--- config.mk ---
export PLATFORM = sky130hd
export DESIGN_NAME = modbus_rtu_register_responder
export DESIGN_NICKNAME = d
export VERILOG_FILES = /design/src/rtl/mrr_pkg.sv /design/src/rtl/modbus_rtu_register_responder.sv /design/src/rtl/mrr_fifo.sv /design/src/rtl/mrr_front.sv /design/src/rtl/mrr_back.sv
export SDC_FILE = /design/constraint.sdc
export NUM_CORES = 1
export LEC_CHECK = 0
export BUFFER_PORTS_ARGS = -buffer_cell sky130_fd_sc_hd__buf_2
export CAP_MARGIN = 20
export CELL_PAD_IN_SITES_DETAIL_PLACEMENT = 1
export CELL_PAD_IN_SITES_GLOBAL_PLACEMENT = 1
export CORE_ASPECT_RATIO = 1.4
export CORE_MARGIN = 3
export CORE_UTILIZATION = 45
export DETAILED_ROUTE_END_ITERATION = 8
export HOLD_SLACK_MARGIN = 0.1
export PLACE_DENSITY = 0.71
export SYNTH_ARGS = -nofsm -noshare
export SYNTH_HDL_FRONTEND = slang
export SYNTH_SLANG_ARGS = --single-unit
--- constraint.sdc ---
create_clock -name aclk -period 3.7 [get_ports aclk]
set_clock_uncertainty 0.2 [all_clocks]
set_input_delay 0.74 -clock aclk [delete_from_list [all_inputs] [get_ports aclk]]
set_output_delay 0.74 -clock aclk [all_outputs]
set_load 0.02 [all_outputs]
--- src/rtl/mrr_pkg.sv ---
`default_nettype none

package mrr_pkg;

    localparam logic [15:0] CRC_INIT = 16'hFFFF;
    localparam logic [15:0] CRC_POLY = 16'hA001;

    // reply layout, in transmit order
    localparam int REPLY_BYTES    = 7;
    localparam int REPLY_CRC_SPAN = 5;
    localparam logic [2:0] POS_ADDRESS  = 3'd0;
    localparam logic [2:0] POS_FUNCTION = 3'd1;
    localparam logic [2:0] POS_COUNT    = 3'd2;
    localparam logic [2:0] POS_VALUE_HI = 3'd3;
    localparam logic [2:0] POS_VALUE_LO = 3'd4;
    localparam logic [2:0] POS_CRC_LO   = 3'd5;
    localparam logic [2:0] POS_CRC_HI   = 3'd6;

    localparam int CFG_INDEX_W = 2;
    localparam logic [CFG_INDEX_W-1:0] REG_SLAVE_ADDRESS       = 2'd0;
    localparam logic [CFG_INDEX_W-1:0] REG_FUNCTION_CODE       = 2'd1;
    localparam logic [CFG_INDEX_W-1:0] REG_REPLY_BYTE_COUNT    = 2'd2;
    localparam logic [CFG_INDEX_W-1:0] REG_FIRST_REGISTER_CODE = 2'd3;

    localparam int QUEUE_DEPTH = 2;

    typedef struct packed {
        logic [7:0] slave_address;
        logic [7:0] function_code;
        logic [7:0] reply_byte_count;
        logic [7:0] first_register_code;
    } cfg_t;

    // one accepted read, value captured at the end of the request frame
    typedef struct packed {
        logic [15:0] value;
    } job_t;

    function automatic logic [15:0] crc_feed(input logic [15:0] crc, input logic [7:0] data);
        logic [15:0] c;
        c = crc ^ {8'h00, data};
        for (int k = 0; k < 8; k++) begin
            c = c[0] ? ((c >> 1) ^ CRC_POLY) : (c >> 1);
        end
        return c;
    endfunction

endpackage

`default_nettype wire

--- src/rtl/modbus_rtu_register_responder.sv ---
`default_nettype none
// reply path: the last byte of a good request queues a job, the back end loads its value,
//   then sends seven reply bytes, one per cycle unless m_tready stalls the output register
// throughput: one input item per cycle; s_tready drops only while the two-entry reply queue
//   is full, since each request byte runs through a combinational byte-wide crc
// reset: synchronous active-low aresetn restores the register defaults, clears all channel
//   values, request byte counter, reply queue and m_tvalid/m_tlast, presets the request crc

module modbus_rtu_register_responder
    import mrr_pkg::*;
#(
    parameter int FRAME_BYTES       = 8,
    parameter int FUNCTION_POSITION = 1,
    parameter int REGISTER_POSITION = 3,
    parameter int CHANNELS          = 7
) (
    input  wire logic                   aclk,
    input  wire logic                   aresetn,
    input  wire logic                   cfg_wr_en,
    input  wire logic [CFG_INDEX_W-1:0] cfg_index,
    input  wire logic [7:0]             cfg_wdata,
    input  wire logic                   s_tvalid,
    output logic                        s_tready,
    input  wire logic [31:0]            s_tdata,   // request_byte [7:0], channel [10:8],
                                                   // sensor_value [26:11], zero [31:27]
    input  wire logic                   s_tuser,   // command [0]
    output logic                        m_tvalid,
    input  wire logic                   m_tready,
    output logic [7:0]                  m_tdata,   // reply_byte [7:0]
    output logic                        m_tlast
);

    cfg_t cfg_reg;
    logic accept;
    logic push;
    job_t push_data;
    logic full;
    logic pop;
    job_t pop_data;
    logic empty;

    always_ff @(posedge aclk) begin
        if (!aresetn) begin
            cfg_reg.slave_address       <= 8'd1;
            cfg_reg.function_code       <= 8'd3;
            cfg_reg.reply_byte_count    <= 8'd2;
            cfg_reg.first_register_code <= 8'd0;
        end else if (cfg_wr_en) begin
            unique case (cfg_index)
                REG_SLAVE_ADDRESS:       cfg_reg.slave_address       <= cfg_wdata;
                REG_FUNCTION_CODE:       cfg_reg.function_code       <= cfg_wdata;
                REG_REPLY_BYTE_COUNT:    cfg_reg.reply_byte_count    <= cfg_wdata;
                REG_FIRST_REGISTER_CODE: cfg_reg.first_register_code <= cfg_wdata;
                default: ;
            endcase
        end
    end

    assign s_tready = !full;
    assign accept   = s_tvalid && s_tready;

    mrr_front #(
        .FRAME_BYTES       (FRAME_BYTES),
        .FUNCTION_POSITION (FUNCTION_POSITION),
        .REGISTER_POSITION (REGISTER_POSITION),
        .CHANNELS          (CHANNELS)
    ) u_front (
        .aclk         (aclk),
        .aresetn      (aresetn),
        .cfg          (cfg_reg),
        .accept       (accept),
        .command      (s_tuser),
        .request_byte (s_tdata[7:0]),
        .channel      (s_tdata[10:8]),
        .sensor_value (s_tdata[26:11]),
        .push         (push),
        .push_data    (push_data)
    );

    mrr_fifo u_fifo (
        .aclk      (aclk),
        .aresetn   (aresetn),
        .push      (push),
        .push_data (push_data),
        .full      (full),
        .pop       (pop),
        .pop_data  (pop_data),
        .empty     (empty)
    );

    mrr_back u_back (
        .aclk     (aclk),
        .aresetn  (aresetn),
        .cfg      (cfg_reg),
        .empty    (empty),
        .pop_data (pop_data),
        .pop      (pop),
        .m_tvalid (m_tvalid),
        .m_tready (m_tready),
        .m_tdata  (m_tdata),
        .m_tlast  (m_tlast)
    );

endmodule

`default_nettype wire

--- src/rtl/mrr_fifo.sv ---
`default_nettype none

module mrr_fifo
    import mrr_pkg::*;
(
    input  wire logic aclk,
    input  wire logic aresetn,
    input  wire logic push,
    input  job_t      push_data,
    output logic      full,
    input  wire logic pop,
    output job_t      pop_data,
    output logic      empty
);

    job_t       mem [QUEUE_DEPTH];
    logic       wr_ptr_reg;
    logic       rd_ptr_reg;
    logic [1:0] count_reg;

    assign full     = (count_reg == 2'(QUEUE_DEPTH));
    assign empty    = (count_reg == 2'd0);
    assign pop_data = mem[rd_ptr_reg];

    always_ff @(posedge aclk) begin
        if (push) begin
            mem[wr_ptr_reg] <= push_data;
        end
    end

    always_ff @(posedge aclk) begin
        if (!aresetn) begin
            wr_ptr_reg <= 1'b0;
            rd_ptr_reg <= 1'b0;
            count_reg  <= 2'd0;
        end else begin
            if (push) begin
                wr_ptr_reg <= ~wr_ptr_reg;
            end
            if (pop) begin
                rd_ptr_reg <= ~rd_ptr_reg;
            end
            if (push && !pop) begin
                count_reg <= count_reg + 2'd1;
            end else if (pop && !push) begin
                count_reg <= count_reg - 2'd1;
            end
        end
    end

    a_count_bound: assert property (@(posedge aclk) disable iff (!aresetn)
        count_reg <= 2'(QUEUE_DEPTH)) else $error("queue count overflow");
    a_no_push_full: assert property (@(posedge aclk) disable iff (!aresetn)
        push |-> !full) else $error("push into full queue");
    a_no_pop_empty: assert property (@(posedge aclk) disable iff (!aresetn)
        pop |-> !empty) else $error("pop from empty queue");

endmodule

`default_nettype wire

--- src/rtl/mrr_front.sv ---
`default_nettype none

module mrr_front
    import mrr_pkg::*;
#(
    parameter int FRAME_BYTES       = 8,
    parameter int FUNCTION_POSITION = 1,
    parameter int REGISTER_POSITION = 3,
    parameter int CHANNELS          = 7
) (
    input  wire logic        aclk,
    input  wire logic        aresetn,
    input  cfg_t             cfg,
    input  wire logic        accept,
    input  wire logic        command,
    input  wire logic [7:0]  request_byte,
    input  wire logic [2:0]  channel,
    input  wire logic [15:0] sensor_value,
    output logic             push,
    output job_t             push_data
);

    localparam int CH_W = (CHANNELS > 1) ? $clog2(CHANNELS) : 1;

    logic [15:0] chan_vals_reg [CHANNELS];
    logic [15:0] crc_reg;
    logic [3:0]  pos_reg;
    logic [7:0]  func_reg;
    logic [7:0]  regsel_reg;

    logic [15:0] crc_next;
    logic [7:0]  func_next;
    logic [7:0]  regsel_next;
    logic [3:0]  pos_inc;
    logic        frame_end;
    logic [7:0]  sel;
    logic        sel_ok;
    logic [7:0]  chan_ext;
    logic        chan_ok;

    always_comb begin
        crc_next    = crc_feed(crc_reg, request_byte);
        func_next   = (pos_reg == 4'(FUNCTION_POSITION)) ? request_byte : func_reg;
        regsel_next = (pos_reg == 4'(REGISTER_POSITION)) ? request_byte : regsel_reg;
        pos_inc     = pos_reg + 4'd1;
        frame_end   = (pos_inc == 4'(FRAME_BYTES));
        sel         = regsel_next - cfg.first_register_code;
        sel_ok      = (sel < 8'(CHANNELS));
        chan_ext    = {5'd0, channel};
        chan_ok     = (chan_ext < 8'(CHANNELS));
        push        = accept && !command && frame_end && (crc_next == 16'h0000)
                      && (func_next == cfg.function_code) && sel_ok;
        push_data.value = chan_vals_reg[sel[CH_W-1:0]];
    end

    always_ff @(posedge aclk) begin
        if (!aresetn) begin
            crc_reg    <= CRC_INIT;
            pos_reg    <= 4'd0;
            func_reg   <= 8'd0;
            regsel_reg <= 8'd0;
            for (int i = 0; i < CHANNELS; i++) begin
                chan_vals_reg[i] <= 16'd0;
            end
        end else if (accept) begin
            if (command) begin
                if (chan_ok) begin
                    chan_vals_reg[chan_ext[CH_W-1:0]] <= sensor_value;
                end
            end else begin
                func_reg   <= func_next;
                regsel_reg <= regsel_next;
                if (frame_end) begin
                    crc_reg <= CRC_INIT;
                    pos_reg <= 4'd0;
                end else begin
                    crc_reg <= crc_next;
                    pos_reg <= pos_inc;
                end
            end
        end
    end

endmodule

`default_nettype wire

--- src/rtl/mrr_back.sv ---
`default_nettype none

module mrr_back
    import mrr_pkg::*;
(
    input  wire logic       aclk,
    input  wire logic       aresetn,
    input  cfg_t            cfg,
    input  wire logic       empty,
    input  job_t            pop_data,
    output logic            pop,
    output logic            m_tvalid,
    input  wire logic       m_tready,
    output logic [7:0]      m_tdata,   // reply_byte [7:0]
    output logic            m_tlast
);

    typedef enum logic {ST_IDLE, ST_SEND} state_t;

    state_t      state_reg;
    logic [2:0]  idx_reg;
    logic [15:0] crc_reg;
    logic [15:0] value_reg;
    logic        m_tvalid_reg;
    logic [7:0]  m_tdata_reg;
    logic        m_tlast_reg;

    logic        out_free;
    logic [7:0]  byte_sel;

    assign out_free = !m_tvalid_reg || m_tready;
    assign pop      = (state_reg == ST_IDLE) && !empty;
    assign m_tvalid = m_tvalid_reg;
    assign m_tdata  = m_tdata_reg;
    assign m_tlast  = m_tlast_reg;

    always_comb begin
        unique case (idx_reg)
            POS_ADDRESS:  byte_sel = cfg.slave_address;
            POS_FUNCTION: byte_sel = cfg.function_code;
            POS_COUNT:    byte_sel = cfg.reply_byte_count;
            POS_VALUE_HI: byte_sel = value_reg[15:8];
            POS_VALUE_LO: byte_sel = value_reg[7:0];
            POS_CRC_LO:   byte_sel = crc_reg[7:0];
            POS_CRC_HI:   byte_sel = crc_reg[15:8];
            default:      byte_sel = 8'h00;
        endcase
    end

    always_ff @(posedge aclk) begin
        if (!aresetn) begin
            state_reg    <= ST_IDLE;
            idx_reg      <= 3'd0;
            crc_reg      <= CRC_INIT;
            m_tvalid_reg <= 1'b0;
            m_tlast_reg  <= 1'b0;
        end else begin
            // while sending, the send arm below owns the valid flag
            if (m_tready && (state_reg != ST_SEND)) begin
                m_tvalid_reg <= 1'b0;
            end
            unique case (state_reg)
                ST_IDLE: begin
                    if (!empty) begin
                        value_reg <= pop_data.value;
                        idx_reg   <= 3'd0;
                        crc_reg   <= CRC_INIT;
                        state_reg <= ST_SEND;
                    end
                end
                ST_SEND: begin
                    if (out_free) begin
                        m_tvalid_reg <= 1'b1;
                        m_tdata_reg  <= byte_sel;
                        m_tlast_reg  <= (idx_reg == POS_CRC_HI);
                        // reply crc covers the header and value bytes only
                        if (idx_reg < 3'(REPLY_CRC_SPAN)) begin
                            crc_reg <= crc_feed(crc_reg, byte_sel);
                        end
                        idx_reg <= idx_reg + 3'd1;
                        if (idx_reg == POS_CRC_HI) begin
                            state_reg <= ST_IDLE;
                        end
                    end
                end
                default: state_reg <= ST_IDLE;
            endcase
        end
    end

    a_idx_range: assert property (@(posedge aclk) disable iff (!aresetn)
        (state_reg == ST_SEND) |-> (idx_reg < 3'(REPLY_BYTES)))
        else $error("reply index out of range");

endmodule

`default_nettype wire

Yosys cells after proc, flatten, opt, wreduce, memory -nomap -nowiden
Memories as Yosys holds them, arrays and structs flattened. A register that Yosys moved wholly into a read port is not among the register bits. Cells that the tools add are included.

Bits in registers: 102. Bits in writable memories: 144. Output and inout bits: 11. Memories: 2.

$add $sub $neg: 5. $lt $le $gt $ge: 3. Eq/ne operators: 17. Mux-type cells: 48. Bitwise operators: 23. Reduce and logical (&&, ||, !) cells: 33.

Memories: u_front.chan_vals_reg (words 7, bits a word 16, read ports 1, clocked after Yosys merged registers in 0, write ports 7, RTL line mrr_front.sv:25) `logic [15:0] chan_vals_reg [CHANNELS];`; u_fifo.mem (words 2, bits a word 16, read ports 1, clocked after Yosys merged registers in 1, write ports 1, RTL line mrr_fifo.sv:16) `job_t mem [QUEUE_DEPTH];`.

Operators by type and width (number): 16-bit two-way mux (21); 8-bit one-hot mux with 7 select lines (1); 2-bit NOT with 3-bit output (16); 16-bit one-hot mux with 2 select lines (1); 16-bit by 8-bit bitwise XOR with 16-bit output (2); 16-bit logical NOT (1); 8-bit two-way mux (2); 16-bit OR reduction (1); 1-bit two-way mux (15); 2-bit AND reduction (7); 1-bit logical AND (10); 3-bit equality test (second input constant) (3); 3-bit two-way mux (3); 3-bit AND reduction (3); 8-bit equality test (1); 8-bit by 3-bit < comparator with 1-bit output (second input constant) (1); 8-bit subtractor (1); 2-bit equality test (second input constant) (3); 3-bit by 2-bit equality test with 1-bit output (second input constant) (2); 1-bit logical NOT (6); 3-bit < comparator (second input constant) (2); 2-bit inequality test (second input constant) (3); 3-bit one-hot mux with 2 select lines (1); 1-bit NOT (5); 16 further kinds (18).

Logic depth before layout (Yosys ltp)
Word-level depth: 25. Mapped depth: 17. Depth with buffers taken out: 16.

By module
Synthesis repeated with hierarchy kept, for this count alone.

Cell total of the unflattened synthesis: 1040. Area, all modules: 12590.8 um2.

Modules (own cells, without submodules): mrr_front (instances 1, cells an instance 650, area an instance 7822.5 um2, sequential area each 4404.2 um2); mrr_back (instances 1, cells an instance 197, area an instance 2182.1 um2, sequential area each 1161.1 um2); mrr_fifo (instances 1, cells an instance 72, area an instance 1372.6 um2, sequential area each 1061.0 um2); modbus_rtu_register_responder (instances 1, cells an instance 121, area an instance 1213.7 um2, sequential area each 640.6 um2).

Worst setup path after synthesis
OpenSTA, ideal clock, no wires.

Path type: reg2reg. Start point: register u_front.pos_reg[0]. End point: memory u_fifo.mem[0][0] (netlist bit) (enable). Setup time: 390 ps. Arrival time: 3477 ps. Data required time: 3110 ps. Setup slack: -367 ps. Stages on the path, launching flop included: 13. Clock period less this slack: 4067 ps. Path through: dfxtp_1 ha_1 nor3b_1 buf_2 mux2i_1 ha_1 fa_1 xor2_1 o311a_1 nand3_1 nor4_1 nand4_1 nor2_1.

Cells in the longest elaborated chain, start to end: 8. Elaborated cells between the ends (all ways): 15. Those cells by class: add/sub (2); order compare (1); eq/ne (4); mux (4); reduce/logical (4).

Ends and longest elaborated chain: start, declared (RTL line mrr_front.sv:27) `logic [3:0] pos_reg;`; start signal, assigned (RTL line mrr_front.sv:78) `pos_reg <= pos_inc;`; branches (longest 5 deep; another with 8-bit subtractor); 1-bit logical AND * (RTL line mrr_front.sv:52) `&& (func_next == cfg.function_code) && sel_ok;`; 1-bit two-way mux * (RTL line mrr_fifo.sv:26) `if (push) begin`; 1-bit two-way mux (implied by the code) * (RTL line mrr_fifo.sv:27) `mem[wr_ptr_reg] <= push_data;`; end, declared (RTL line mrr_fifo.sv:16).

Mark *: on every way between the ends.

Worst setup path after layout
Start point: register u_front.pos_reg[1]. End point: register u_fifo.count_reg[1].

Cells in the longest elaborated chain, start to end: 9. Elaborated cells between the ends (all ways): 18. Those cells by class: add/sub (2); order compare (1); eq/ne (4); mux (3); reduce/logical (8).

Ends and longest elaborated chain: branches (longest 5 deep; another with 8-bit subtractor); 1-bit logical AND * (RTL line mrr_front.sv:52); via push (RTL line modbus_rtu_register_responder.sv:35) `logic push;`; 1-bit logical NOT (RTL line mrr_fifo.sv:45) `end else if (pop && !push) begin`; 1-bit logical AND (RTL line mrr_fifo.sv:45); 2-bit nonzero test (no line); end signal, assigned (RTL line mrr_fifo.sv:44) `count_reg <= count_reg + 2'd1;`; end signal, assigned (RTL line mrr_fifo.sv:46) `count_reg <= count_reg - 2'd1;`; end, declared (RTL line mrr_fifo.sv:19) `logic [1:0] count_reg;`.

Mark *: on every way through the listed nets, which the timed path passes. A chain may end at the register's enable or synchronous reset.

==> flow_metrics.py <==
metrics = {
    "status": {
        "status": "finished with violations",
        "violations": "setup timing",
    },
    "pwr": {
        "ir_drop_mv": 0.386,
        "power.internal_mw": 6.05,
        "swShare_pct": 27.5,
        "p_leak_nw": 5.65,
        "power-per-cell-area_nw_per_um2": 558,
        "clkPwrFrac_pct": 34.9,
        "switching_power_mw": 2.29,
        "comb_power_share_pct": 20.7,
        "p_seq_share_pct": 44.4,
    },
    "detailed_routing": {
        "drtAntennaViolNets": 0,
        "wl_per_cell_um": 19.8,
        "vias_per_cell": 5.34,
        "first_pass_iters": 6,
        "drt-initial-drc-count": 388,
        "wl_um": 30700,
        "num_vias": 8301,
        "drcViolationCount": 0,
    },
    "place": {
        "dp_hpwl_um": 21200,
        "place.gp.congestion": 0.819,
        "io_buffer_count": 53,
        "placed_cells": 1500,
    },
    "die": {
        "die_x_um": 148,
        "num_io_pins": 59,
        "dieArea_um2": 30200,
        "die_y_um": 204,
        "start_util_pct": 46.3,
        "coreArea_um2": 27300,
        "num_rows": 71,
    },
    "clocking": {
        "cts_tree": "built",
        "clock_latency_ns": 0.54,
        "path_clk_slew_ns": 0.07,
        "cts_root_buf": "clkbuf_16",
        "hold_buffers": 0,
        "htreeDepth": 1,
        "cts_buffer_depth": 3,
        "cts.sinks": 278,
        "cts_buffers": 28,
    },
    "worst_setup_path": {
        "rr_startpoint": "u_front.pos_reg[1]$_SDFFE_PN0P_",
        "cp-startpoint": "u_front.pos_reg[1]$_SDFFE_PN0P_",
        "reg2reg_depth": 16,
        "crit_path_end_kind": "flip-flop",
        "crit_required_ns": 3.96,
        "ff2ff_setup_slack_ns": -0.08,
        "arrival_ns": 4.04,
        "worstSetupEndpoint": "u_fifo.count_reg[1]$_SDFFE_PN0P_",
        "worstSetupPathType": "reg -> reg",
        "cp_max_fo": 6,
        "r2r-end": "u_fifo.count_reg[1]$_SDFFE_PN0P_",
        "worstSetupStartpointType": "flip-flop",
    },
    "global_routing": {
        "grt_pass1_vias": 9065,
        "grt_pass1_wl_um": 49700,
        "grt_use_total_pct": 20.7,
        "grt_max_degree": 84,
        "antenna_found_initial": 0,
        "gr-usage-met1_pct": 24.9,
        "use_met2_pct": 39.0,
        "gr-total-overflow": 0,
        "busiest_layer": "met2",
        "gr-usage-met3_pct": 2.40,
    },
    "timing": {
        "rsz0062_at_grt": "true",
        "tightest_slew_ns": 0.949,
        "relSlewSlack_pct": 36.6,
        "layout_setup_ws_ns": -0.0788,
        "max_freq_ghz": 0.265,
        "fin_crit_sh_pct": 102,
        "fin_crit_ns": 3.78,
        "slew_viol_final": 0,
        "hold_viol": 0,
        "holdWs_ns": 0.253,
        "setup_violations": 1,
    },
    "synthesis": {
        "ys_seq_elements": 278,
        "synth_edf_count": 168,
        "synthTopCellsByCount": "edfxtp_1 (168), nand2_1 (142), dfxtp_1 (110)",
        "ys_warn_count": 0,
        "synth_most_common_cell": "edfxtp_1",
        "synth_compound_area_share_pct": 7.93,
        "synthArstFlopShare_pct": 0,
        "yosysTopAreaCell": "edfxtp_1",
        "syn_area_um2": 12600,
        "synth_top_area_share_pct": 39.9,
        "synth.distinct_cells": 64,
        "syn_inst": 1056,
        "synthSimpleGateAreaFrac_pct": 13.2,
        "synth_fa_ha_area_share_pct": 1.84,
        "postSynthAreaPerCell_um2": 12.0,
        "synth.area.mux_share_pct": 12.7,
        "ys.flop_type": "edfxtp_1",
        "netlist_top_cells_area": "edfxtp_1 (40%), dfxtp_1 (17%), mux4_2 (5.7%), nand2_1 (4.2%), mux2_2 (3.6%)",
        "synthXorXnorAreaFrac_pct": 3.96,
        "yosysSeqAreaShare_pct": 57.4,
        "synth_top_family_by_area": "simple AND/OR/NAND/NOR gates",
    },
    "layout": {
        "fin_cells": 1555,
        "nFillCells": 2843,
        "largest_reg_flops": 128,
        "drive_gt1_share_pct": 23.8,
        "antenna_cells": 0,
        "syn_to_final_growth_pct": 18.4,
        "nets": 1235,
    },
    "run": {
        "cap_violations": 0,
    },
    "hold_path": {
        "hold_class": "in -> reg",
    },
}
## power groups by stage
stage | sequential (mW) | clock, mW | combinational, mW
floorplan | 3.70 | 0 | 1.20
global placement | 3.76 | 0 | 1.65
detailed placement | 3.77 | 0 | 1.68
CTS | 3.71 | 2.97 | 1.72
global route | 3.73 | 3.11 | 1.90
finish | 3.71 | 2.91 | 1.73
## routing by layer
layer	vias to the layer above	share of wire [%]
li1	3971	-
met1	4151	41
met2	128	54
met3	51	3.1
met4	0	2.3
met5	-	0
## timing repair
item                       CTS  global route
buffers inserted             3             2
setup endpoints to repair   34            35
pin swaps                    9            14
gates resized for setup     19            21
## cells in the final DEF, fill, tap and decap left out, types with 5 or more instances in the layout
master	count
a21boi_0	40
a21oi_1	7
a222oi_1	5
a22oi_1	6
and2_1	27
buf_2	52
buf_4	70
bufinv_16	5
clkbuf_16	28
clkinv_1	7
conb_1	16
dfxtp_1	108
edfxtp_1	168
ha_1	10
ha_4	7
inv_1	34
mux2_2	38
mux2i_1	37
mux4_2	32
nand2_1	142
nand2b_1	5
nand3_1	21
nand3b_1	8
nor2_1	88
nor2b_1	31
nor3_1	13
o21ai_0	28
o22ai_1	9
xnor2_1	24
xor2_1	23
## per-stage QoR
stage	total power, mW	area, µm²	setup slack, ns	utilization (%)	TNS, ns
floorplan	4.90	12700	0.00875	-	0
finish	8.35	15000	-0.0788	54.9	-0.0788
CTS	8.40	14800	0.00113	54.4	0
detailed placement	5.46	13800	-0.587	50.5	-12.42
global route	8.74	15000	-0.214	54.9	-0.325
global placement	5.41	13800	-0.433	50.5	-9.31
## how the worst min path moves through the flow
stage                                                        start                                         to  slack (ns)  depth (start not counted)
final                                                  s_tdata[21]  u_front.chan_vals_reg[6][10]$_SDFFE_PN0P_        0.25                          3
after global routing                                   s_tdata[22]  u_front.chan_vals_reg[6][11]$_SDFFE_PN0P_        0.25                          3
after CTS                                              s_tdata[21]  u_front.chan_vals_reg[6][10]$_SDFFE_PN0P_        0.24                          3
after detailed placement          u_front.func_reg[6]$_SDFFE_PN0P_           u_front.func_reg[6]$_SDFFE_PN0P_        0.26                          2
after global placement          u_front.regsel_reg[2]$_SDFFE_PN0P_         u_front.regsel_reg[2]$_SDFFE_PN0P_        0.25                          2
after floorplan           u_front.chan_vals_reg[6][0]$_SDFFE_PN0P_   u_front.chan_vals_reg[6][0]$_SDFFE_PN0P_        0.24                          2
## kinds of logic (layout without fill, tap and decap cells)
family	after synthesis	count (layout)
other	1	16
and+or+nand+nor	361	361
muxes	114	114
AOI/OAI and AO/OA	136	136
adders and majority gates	18	18
xor gates and xnor gates	54	54
buffers and inverters	94	213
DFF	278	278
## critical path, stage by stage (launching register included)
cell,delay (ns)
dfxtp_2,0.33
ha_4,0.16
nor3b_4,0.15
buf_12,0.14
mux2i_4,0.19
ha_4,0.17
fa_2,0.36
buf_6,0.13
xor2_2,0.16
o311a_1,0.20
nand3_2,0.08
nor4_4,0.31
nand4_1,0.22
inv_2,0.14
ha_4,0.20
or3_1,0.38
a21boi_1,0.16
## cell type report
type | instances | area (µm²) | share of cell area [%]
flip-flops and latches | 278 | 7250 | 48.4
multi-input cells | 699 | 5310 | 35.5
repair buffers | 127 | 877 | 5.86
clock buffers | 32 | 716 | 4.78
well taps | 365 | 457 | 3.05
clock inverters | 19 | 229 | 1.53
inverters | 35 | 131 | 0.878
(Power assumes the default switching activity.)
